### config.mk
export PLATFORM = sky130hd
export DESIGN_NAME = dmc_control_law
export DESIGN_NICKNAME = d
export VERILOG_FILES = /design/src/hdl/dmc_pkg.sv /design/src/hdl/dmc_ram.sv /design/src/hdl/dmc_ctrl.sv /design/src/hdl/dmc_dpath.sv /design/src/hdl/dmc_control_law.sv
export SDC_FILE = /design/constraint.sdc
export NUM_CORES = 2
export LEC_CHECK = 0
export BUFFER_PORTS_ARGS = -buffer_cell sky130_fd_sc_hd__buf_4
export CORE_ASPECT_RATIO = 2
export CORE_MARGIN = 1
export CORE_UTILIZATION = 45
export CTS_CLUSTER_DIAMETER = 150
export DETAILED_ROUTE_END_ITERATION = 10
export SLEW_MARGIN = 10
export SYNTH_ARGS = -nofsm -noshare
export SYNTH_HDL_FRONTEND = slang
export SYNTH_SLANG_ARGS = --single-unit
### constraint.sdc
create_clock -name clock -period 8.1 [get_ports clock]
set_input_delay 0.405 -clock clock [delete_from_list [all_inputs] [get_ports clock]]
set_output_delay 0.405 -clock clock [all_outputs]
set_load 0.01 [all_outputs]
### src/hdl/dmc_pkg.sv
// Shared constants, types and the step-response table for the DMC control law.
`default_nettype none

package dmc_pkg;

   // Horizon and tap store geometry
   localparam int DYNAMIC_HORIZON = 60;
   localparam int TAPS            = DYNAMIC_HORIZON - 1;
   localparam int TAP_W           = (TAPS > 1) ? $clog2(TAPS) : 1;
   localparam int FILL_W          = $clog2(TAPS + 1);

   // Field widths
   localparam int IN_W    = 16;
   localparam int ERR_W   = IN_W + 1;
   localparam int GAIN_W  = 20;
   localparam int DRIVE_W = 20;
   localparam int PREV_W  = 21;
   localparam int INCR_W  = 22;
   localparam int COEF_W  = 11;

   // Stream payload widths
   localparam int REQ_W = 2 * IN_W;
   localparam int RSP_W = 24;

   // Arithmetic widths
   localparam int PROD_W     = INCR_W + COEF_W + 1;
   localparam int ACC_W      = PROD_W + TAP_W + 1;
   localparam int GPROD_W    = GAIN_W + 1 + ERR_W;
   localparam int GAIN_SHIFT = 12;
   localparam int HIST_SHIFT = 20;
   localparam int GAIN_HALF  = 2 ** (GAIN_SHIFT - 1);
   localparam int HIST_HALF  = 2 ** (HIST_SHIFT - 1);
   localparam int GTERM_W    = GPROD_W - GAIN_SHIFT;
   localparam int HTERM_W    = ACC_W - HIST_SHIFT;
   localparam int SUM_W      = ((GTERM_W > HTERM_W) ? GTERM_W : HTERM_W) + 2;

   // Register reset and drive limits
   localparam logic [GAIN_W-1:0]          GAIN_RESET = GAIN_W'(7130);
   localparam logic signed [DRIVE_W-1:0]  DRIVE_MAX  = DRIVE_W'(524032);
   localparam logic signed [DRIVE_W-1:0]  DRIVE_MIN  = DRIVE_W'(-524288);
   localparam logic signed [SUM_W-1:0]    SUM_MAX    = SUM_W'(524032);
   localparam logic signed [SUM_W-1:0]    SUM_MIN    = SUM_W'(-524288);

   // Step-response coefficients, unsigned Q0.20
   localparam int TABLE_LEN = 59;
   localparam int TBL_W     = 6;
   localparam logic [COEF_W-1:0] COEF_TABLE [TABLE_LEN] = '{
      11'd1153, 11'd1468, 11'd1573, 11'd1678, 11'd1678, 11'd1678, 11'd1678, 11'd1573,
      11'd1468, 11'd1363, 11'd1363, 11'd1258, 11'd1153, 11'd1049, 11'd944,  11'd944,
      11'd839,  11'd734,  11'd734,  11'd629,  11'd629,  11'd524,  11'd419,  11'd419,
      11'd419,  11'd315,  11'd315,  11'd315,  11'd210,  11'd210,  11'd210,  11'd210,
      11'd210,  11'd105,  11'd105,  11'd105,  11'd105,  11'd105,  11'd105,  11'd105,
      11'd105,  11'd0,    11'd105,  11'd105,  11'd0,    11'd105,  11'd0,    11'd0,
      11'd0,    11'd0,    11'd0,    11'd0,    11'd0,    11'd0,    11'd0,    11'd0,
      11'd0,    11'd0,    11'd0
   };

   // Taps past the end of the table weigh nothing
   function automatic logic [COEF_W-1:0] coeff_at(input logic [TAP_W-1:0] idx);
      logic [COEF_W-1:0] val;
      val = '0;
      if (int'(idx) < TABLE_LEN) begin
         val = COEF_TABLE[TBL_W'(idx)];
      end
      return val;
   endfunction

   // Controller to datapath commands
   typedef struct packed {
      logic             start;
      logic             issue;
      logic [TAP_W-1:0] tap;
      logic             sum;
      logic             commit;
   } dmc_cmd_type;

endpackage

`default_nettype wire

### src/hdl/dmc_ram.sv
// Generic single-write, single-read RAM with registered read data.
`default_nettype none

module dmc_ram #(
   parameter int WIDTH = 8,
   parameter int DEPTH = 16,
   parameter int ADDR_W = (DEPTH > 1) ? $clog2(DEPTH) : 1
) (
   input  wire logic              clock,
   input  wire logic              we,
   input  wire logic [ADDR_W-1:0] waddr,
   input  wire logic [WIDTH-1:0]  wdata,
   input  wire logic [ADDR_W-1:0] raddr,
   output logic      [WIDTH-1:0]  rdata
);

   logic [WIDTH-1:0] mem [DEPTH];

   // Write port and registered read port
   always_ff @(posedge clock) begin
      if (we) begin
         mem[waddr] <= wdata;
      end
      rdata <= mem[raddr];
   end

endmodule

`default_nettype wire

### src/hdl/dmc_ctrl.sv
// Sequencer for the DMC control law: accept, tap sweep, drain, sum, commit.
`default_nettype none

module dmc_ctrl (
   input  wire logic          clock,
   input  wire logic          reset,
   input  wire logic          req_tvalid,
   output logic               req_tready,
   output logic               rsp_tvalid,
   input  wire logic          rsp_tready,
   output dmc_pkg::dmc_cmd_type cmd
);

   import dmc_pkg::*;

   typedef enum logic [5:0] {
      S_IDLE   = 6'b000001,
      S_MAC    = 6'b000010,
      S_DRAIN1 = 6'b000100,
      S_DRAIN2 = 6'b001000,
      S_SUM    = 6'b010000,
      S_COMMIT = 6'b100000
   } dmc_state_type;

   dmc_state_type    state_ff, state_in;
   logic [TAP_W-1:0] tap_ff, tap_in;
   logic             rsp_valid_ff, rsp_valid_in;
   logic             slot_free;

   assign slot_free  = !rsp_valid_ff || rsp_tready;
   assign req_tready = (state_ff == S_IDLE);
   assign rsp_tvalid = rsp_valid_ff;

   // Next state and commands
   always_comb begin
      state_in   = state_ff;
      tap_in     = tap_ff;
      cmd        = '0;
      cmd.tap    = tap_ff;
      unique case (state_ff)
         S_IDLE: begin
            if (req_tvalid) begin
               cmd.start = 1'b1;
               tap_in    = '0;
               state_in  = S_MAC;
            end
         end
         S_MAC: begin
            cmd.issue = 1'b1;
            if (tap_ff == TAP_W'(TAPS - 1)) begin
               state_in = S_DRAIN1;
            end else begin
               tap_in = tap_ff + TAP_W'(1);
            end
         end
         S_DRAIN1: begin
            state_in = S_DRAIN2;
         end
         S_DRAIN2: begin
            state_in = S_SUM;
         end
         S_SUM: begin
            cmd.sum  = 1'b1;
            state_in = S_COMMIT;
         end
         S_COMMIT: begin
            if (slot_free) begin
               cmd.commit = 1'b1;
               state_in   = S_IDLE;
            end
         end
         default: begin
            state_in = S_IDLE;
         end
      endcase
   end

   // Hold the result flag until the transaction completes
   always_comb begin
      rsp_valid_in = rsp_valid_ff;
      if (rsp_tready) begin
         rsp_valid_in = 1'b0;
      end
      if (cmd.commit) begin
         rsp_valid_in = 1'b1;
      end
   end

   // Control registers
   always_ff @(posedge clock) begin
      if (reset) begin
         state_ff     <= S_IDLE;
         tap_ff       <= '0;
         rsp_valid_ff <= 1'b0;
      end else begin
         state_ff     <= state_in;
         tap_ff       <= tap_in;
         rsp_valid_ff <= rsp_valid_in;
      end
   end

   // Never overwrite a result that has not been taken
   a_commit_slot: assert property (@(posedge clock) disable iff (reset)
      cmd.commit |-> (!rsp_valid_ff || rsp_tready))
      else $error("commit while result register occupied");

   // An accepted transaction starts the sweep at the newest tap
   a_accept_sweep: assert property (@(posedge clock) disable iff (reset)
      (req_tvalid && req_tready) |=> (state_ff == S_MAC && tap_ff == '0))
      else $error("sweep did not start after accept");

   // Tap index stays inside the store
   a_tap_range: assert property (@(posedge clock) disable iff (reset)
      (state_ff == S_MAC) |-> (tap_ff <= TAP_W'(TAPS - 1)))
      else $error("tap index beyond store");

   // A commit presents a result on the next cycle
   a_commit_result: assert property (@(posedge clock) disable iff (reset)
      cmd.commit |=> rsp_tvalid)
      else $error("commit did not raise result valid");

endmodule

`default_nettype wire

### src/hdl/dmc_dpath.sv
// Datapath for the DMC control law: error, gain product, history MAC, saturation.
`default_nettype none

module dmc_dpath (
   input  wire logic                          clock,
   input  wire logic                          reset,
   input  wire dmc_pkg::dmc_cmd_type          cmd,
   input  wire logic                          csr_we,
   input  wire logic [dmc_pkg::GAIN_W-1:0]    csr_wdata,
   input  wire logic [dmc_pkg::REQ_W-1:0]     req_tdata,
   output logic      [dmc_pkg::RSP_W-1:0]     rsp_tdata,
   output logic                               rsp_tuser
);

   import dmc_pkg::*;

   // Configuration and persistent state
   logic [GAIN_W-1:0]         gain_ff;
   logic signed [PREV_W-1:0]  prev_ff;
   logic [TAP_W-1:0]          wp_ff;
   logic [FILL_W-1:0]         fill_ff;

   // Per-item working registers
   logic signed [ERR_W-1:0]   err_ff;
   logic signed [GPROD_W-1:0] gprod_ff;
   logic                      s1_valid_ff, s1_live_ff, s2_valid_ff;
   logic [TAP_W-1:0]          s1_tap_ff;
   logic signed [PROD_W-1:0]  prod_ff;
   logic signed [ACC_W-1:0]   acc_ff;
   logic signed [SUM_W-1:0]   sum_ff;
   logic signed [DRIVE_W-1:0] drive_ff;
   logic                      sat_ff;

   // Combinational values
   logic signed [IN_W-1:0]    meas, setp;
   logic signed [TAP_W+1:0]   addr_diff;
   logic [TAP_W-1:0]          raddr;
   logic [INCR_W-1:0]         rdata;
   logic signed [GPROD_W-1:0] gp_round;
   logic signed [ACC_W-1:0]   acc_round;
   logic signed [GTERM_W-1:0] gterm;
   logic signed [HTERM_W-1:0] hterm;
   logic signed [DRIVE_W-1:0] drive_in;
   logic                      sat_in;
   logic signed [INCR_W-1:0]  incr;

   assign meas = $signed(req_tdata[IN_W-1:0]);
   assign setp = $signed(req_tdata[REQ_W-1:IN_W]);

   // Tap k sits k+1 places behind the write pointer, wrapping round the store
   always_comb begin
      addr_diff = $signed({2'b00, wp_ff}) - $signed({2'b00, cmd.tap}) - (TAP_W+2)'(1);
      if (addr_diff < 0) begin
         addr_diff = addr_diff + (TAP_W+2)'(TAPS);
      end
      raddr = addr_diff[TAP_W-1:0];
   end

   dmc_ram #(
      .WIDTH (INCR_W),
      .DEPTH (TAPS)
   ) u_incr_ram (
      .clock (clock),
      .we    (cmd.commit),
      .waddr (wp_ff),
      .wdata (incr),
      .raddr (raddr),
      .rdata (rdata)
   );

   // Round both terms half up, then combine
   always_comb begin
      gp_round  = gprod_ff + GPROD_W'(GAIN_HALF);
      acc_round = acc_ff + ACC_W'(HIST_HALF);
      gterm     = GTERM_W'(gp_round >>> GAIN_SHIFT);
      hterm     = HTERM_W'(acc_round >>> HIST_SHIFT);
   end

   // Clip to the drive range and form the new increment
   always_comb begin
      sat_in   = 1'b0;
      drive_in = DRIVE_W'(sum_ff);
      if (sum_ff > SUM_MAX) begin
         drive_in = DRIVE_MAX;
         sat_in   = 1'b1;
      end else if (sum_ff < SUM_MIN) begin
         drive_in = DRIVE_MIN;
         sat_in   = 1'b1;
      end
      incr = INCR_W'(drive_in) - INCR_W'(prev_ff);
   end

   // Control state: gain, previous drive, store pointer and fill
   always_ff @(posedge clock) begin
      if (reset) begin
         gain_ff <= GAIN_RESET;
         prev_ff <= '0;
         wp_ff   <= '0;
         fill_ff <= '0;
      end else begin
         if (csr_we) begin
            gain_ff <= csr_wdata;
         end
         if (cmd.commit) begin
            prev_ff <= PREV_W'(drive_in);
            if (wp_ff == TAP_W'(TAPS - 1)) begin
               wp_ff <= '0;
            end else begin
               wp_ff <= wp_ff + TAP_W'(1);
            end
            if (fill_ff != FILL_W'(TAPS)) begin
               fill_ff <= fill_ff + FILL_W'(1);
            end
         end
      end
   end

   // MAC pipeline flags
   always_ff @(posedge clock) begin
      if (reset) begin
         s1_valid_ff <= 1'b0;
         s1_live_ff  <= 1'b0;
         s2_valid_ff <= 1'b0;
      end else begin
         s1_valid_ff <= cmd.issue;
         s1_live_ff  <= cmd.issue && (FILL_W'(cmd.tap) < fill_ff);
         s2_valid_ff <= s1_valid_ff;
      end
   end

   // Payload registers
   always_ff @(posedge clock) begin
      if (cmd.start) begin
         err_ff <= $signed({setp[IN_W-1], setp}) - $signed({meas[IN_W-1], meas});
      end
      if (cmd.issue) begin
         gprod_ff <= $signed({1'b0, gain_ff}) * err_ff;
      end
      s1_tap_ff <= cmd.tap;
      // Taps never written yet read as zero
      if (s1_live_ff) begin
         prod_ff <= $signed(rdata) * $signed({1'b0, coeff_at(s1_tap_ff)});
      end else begin
         prod_ff <= '0;
      end
      if (cmd.start) begin
         acc_ff <= '0;
      end else if (s2_valid_ff) begin
         acc_ff <= acc_ff + ACC_W'(prod_ff);
      end
      if (cmd.sum) begin
         sum_ff <= SUM_W'(prev_ff) + SUM_W'(gterm) - SUM_W'(hterm);
      end
      if (cmd.commit) begin
         drive_ff <= drive_in;
         sat_ff   <= sat_in;
      end
   end

   assign rsp_tdata = {(RSP_W - DRIVE_W)'(0), drive_ff};
   assign rsp_tuser = sat_ff;

endmodule

`default_nettype wire

### src/hdl/dmc_control_law.sv
// Top level of the analytic single-input DMC control law.
// Sequence from input transaction to result valid: 59-tap MAC sweep, two pipeline
// drain states, a sum state, then a commit state that waits for a free result slot.
// A new item is accepted only after the last commits; the increment store has one read port.
// Reset (synchronous): gain 7130, previous drive zero and all past increments read as zero.
`default_nettype none

module dmc_control_law (
   input  wire logic                       clock,
   input  wire logic                       reset,
   input  wire logic                       req_tvalid,
   output logic                            req_tready,
   input  wire logic [dmc_pkg::REQ_W-1:0]  req_tdata,   // [15:0] measured_output, [31:16] setpoint
   output logic                            rsp_tvalid,
   input  wire logic                       rsp_tready,
   output logic      [dmc_pkg::RSP_W-1:0]  rsp_tdata,   // [19:0] drive, [23:20] zero
   output logic                            rsp_tuser,   // [0] saturated
   input  wire logic                       csr_we,
   input  wire logic [dmc_pkg::GAIN_W-1:0] csr_wdata    // error_gain, Q8.12
);

   import dmc_pkg::*;

   dmc_cmd_type cmd;

   dmc_ctrl u_ctrl (
      .clock      (clock),
      .reset      (reset),
      .req_tvalid (req_tvalid),
      .req_tready (req_tready),
      .rsp_tvalid (rsp_tvalid),
      .rsp_tready (rsp_tready),
      .cmd        (cmd)
   );

   dmc_dpath u_dpath (
      .clock     (clock),
      .reset     (reset),
      .cmd       (cmd),
      .csr_we    (csr_we),
      .csr_wdata (csr_wdata),
      .req_tdata (req_tdata),
      .rsp_tdata (rsp_tdata),
      .rsp_tuser (rsp_tuser)
   );

endmodule

`default_nettype wire
==> flow_summary.json <==
{
  "ys_ff_latch": 1502,
  "drive_above_1_share_pct": 9.49,
  "grt_max_degree": 105,
  "cts_tree": "yes",
  "grt-ovfl-total": 0,
  "die_w_um": 306,
  "power.density_mw_per_mm2": 379,
  "syn_area_per_cell_um2": 12.2,
  "first_pass_iters": 8,
  "regToRegEndpoint": "u_dpath.prod_ff[33]",
  "die_area_mm2": 0.187,
  "fin_crit_sh_pct": 93.6,
  "drc": 0,
  "postLayoutCellArea_mm2": 0.0925,
  "finalCriticalPeriod_ns": 7.58,
  "holdPathStages": 3,
  "track_usage_pct": 25.6,
  "clock-sinks": 1502,
  "wl_per_cell_um": 25.3,
  "ys_warn_count": 0,
  "first_iter_violations": 3844,
  "grt_pass1_wl_um": 355000,
  "synthMostInstantiatedCell": "edfxtp_1",
  "clockBufferDepth": 4,
  "numPortBuffers": 79,
  "fin_skew_ns": 0.0805,
  "finalNetCount": 7778,
  "status": "finished with violations",
  "cap_violations": 1,
  "vias_per_cell": 5.73,
  "setup_viol": 0,
  "antenna_found_initial": 7,
  "start_util_pct": 45.2,
  "rows": 223,
  "fill_cells": 15900,
  "synth_cell_types": 88,
  "dpl_cell_area_mm2": 0.0878,
  "cts_root_buf": "clkbuf_16",
  "relSlewSlack_pct": 0.935,
  "yosysSeqAreaShare_pct": 52.0,
  "grt_pass1_vias": 57100,
  "maxSlewViolCount": 0,
  "cp.arrival_ns": 8.22,
  "syn_area_mm2": 0.0834,
  "reg2reg_from": "u_dpath.s1_tap_ff[1]",
  "gp_congestion": 0.941,
  "die_h_um": 611,
  "hold_path_end": "u_ctrl.rsp_tvalid",
  "cts_setup_buffers": 0,
  "path_class": "register to register",
  "cts_buffers": 142,
  "ys_top_cells_by_area": "edfxtp_1, fa_1, ha_1",
  "clkTransAtPathRegs_ns": 0.06,
  "fmax_mhz": 132,
  "cp-startpoint": "u_dpath.s1_tap_ff[1]",
  "power_leakage_nw": 34.9,
  "synth-edff-count": 1332,
  "crit_path_frequent_cell": "fa_1",
  "h-tree-depth": 4,
  "clock_latency_ns": 0.83,
  "peakVddDrop_mv": 0.745,
  "max_stage_delay_ns": 0.59,
  "vias": 54200,
  "r2r_setup_slack_ns": 0.52,
  "min_from": "rsp_tready",
  "tightestPinTransition_ns": 1.47,
  "critPathRequiredTime_ns": 8.74,
  "yosysTopAreaCell": "edfxtp_1",
  "dpl.hpwl_um": 166000,
  "netlist.area_leader.share_pct": 47.9,
  "reg2reg_depth": 26,
  "drt-total-wl_um": 239000,
  "ios": 84,
  "netlist_instances": 6814,
  "cp_max_fo": 21,
  "rsz0062_at_grt": "false",
  "synth_top_cells_by_count": "edfxtp_1, inv_1, nand2_1",
  "area_delta_synth_final_pct": 10.8,
  "hold_path.class": "input port to register",
  "cp_slowest_cell": "dfxtp_1",
  "hold_viol": 0,
  "violations": "capacitance limit",
  "async_flop_share_pct": 0,
  "synth_ff_type": "edfxtp_1",
  "end_kind": "register",
  "fp.coreArea_mm2": 0.184,
  "ant_nets": 0,
  "crit_path_start_kind": "register",
  "final.setup.tns_ns": 0
}
==> worst max-delay path: cells and delay by family (launching register included) <==
| kind | cells | cell delay [ns] |
|---|---|---|
| AOI/OAI and AO/OA | 7 | 1.89 |
| and+or+nand+nor | 6 | 1.00 |
| muxes | 1 | 0.14 |
| buffers and inverters | 5 | 0.73 |
| DFF | 1 | 0.59 |
| adders and majority gates | 7 | 3.11 |
==> final cells by class <==
cell class                 instances  area [µm²]  area share, %
tap                             2475        3100           3.35
antenna                            3        7.51        0.00812
multi-input combinational       4193       36400           39.3
clock buffer                     183        3800           4.11
sequential                      1502       43400           46.9
inverter                         765        2870           3.11
clock inverter                    67         612          0.662
timing repair buffer             276        2310           2.50
==> registers in the layout, indices dropped and copies added (netlist names), 6 cells and up <==
name / count
u_ctrl.state_ff: 6
u_ctrl.tap_ff: 6
u_dpath.drive_ff: 20
u_dpath.gprod_ff: 27
u_dpath.gain_ff: 20
u_dpath.prod_ff: 34
u_dpath.u_incr_ram.mem: 1239
u_dpath.acc_ff: 41
u_dpath.prev_ff: 20
u_dpath.sum_ff: 28
u_dpath.err_ff: 17
u_dpath.u_incr_ram.rdata: 21
u_dpath.s1_tap_ff: 6
u_dpath.wp_ff: 6
u_dpath.fill_ff: 6
==> report_power, final <==
group          total (mW)  switching [mW]  internal [mW]
clock network        6.57            2.95           3.63
logic                19.1            11.2           7.84
registers            9.38           0.380           9.00
total                35.0            14.5           20.5
==> cell usage in the layout, fill, tap and decap left out, types with 40 or more instances in the layout <==
cell type     n
a211oi_1    261
a21o_1       73
a21oi_1     174
and2_1      239
buf_4       240
clkbuf_16   146
dfxtp_1     169
edfxtp_1   1332
fa_1        507
ha_1        333
inv_1       759
mux2i_1     324
nand2_1     531
nand2b_1     40
nand3_1      53
nand4_1      45
nor2_1      278
nor2b_1      42
nor3_1       71
o21a_1       45
o21ai_0     132
o22ai_1     289
or3_1        49
xnor2_1      99
xor2_1       61
==> metrics by stage <==
| stage | utilization, % | total power [mW] | hold slack (ns) | std cells | setup WS (ns) |
|---|---|---|---|---|---|
| CTS | 50.1 | 35.4 | 0.0259 | 9461 | 0.468 |
| global route | 50.1 | 37.8 | 0.0724 | 9462 | 0.0995 |
| finish | 50.1 | 35.0 | 0.0673 | 9464 | 0.518 |
| floorplan | - | 23.2 | 0.368 | 6817 | 1.47 |
| global placement | 47.6 | 28.5 | 0.435 | 9190 | 0.439 |
| detailed placement | 47.6 | 28.7 | 0.436 | 9190 | 0.487 |
==> worst max-delay path by stage <==
| stage | endpoint | cells past startpoint |
|---|---|---|
| global route | u_dpath.prod_ff[33] | 26 |
| floorplan | u_dpath.prod_ff[31] | 27 |
| finish | u_dpath.prod_ff[33] | 26 |
| detailed placement | u_dpath.prod_ff[33] | 26 |
| CTS | u_dpath.prod_ff[33] | 27 |
| global placement | u_dpath.prod_ff[33] | 27 |
==> what timing repair did <==
action | CTS | global route
gates resized for setup | 0 | 1
hold buffers | 21 | 0
setup endpoints to repair | 0 | 2
hold endpoints to repair | 20 | 0
==> cell families (layout without fill, tap and decap cells) <==
| kind of cell | after synthesis | count (layout) | share of synthesized area (%) |
|---|---|---|---|
| xor gates and xnor gates | 174 | 174 | 1.84 |
| AOI/OAI and AO/OA | 1257 | 1257 | 10.3 |
| other | 1 | 7 | 0.00449 |
| adders and majority gates | 841 | 841 | 17.2 |
| and+or+nand+nor | 1568 | 1568 | 9.09 |
| DFF | 1502 | 1502 | 52.0 |
| muxes | 349 | 349 | 4.23 |
| buffers and inverters | 1122 | 1291 | 5.31 |
==> routing by layer <==
metal	vias up	track usage, %	share of wire [%]
met1	27500	25.6	34
met4	2	18.5	8.2
li1	24300	-	-
met3	626	2.44	4.1
met5	-	0	0.0050
met2	1735	48.7	54
Power figures use the tool's default switching activity.
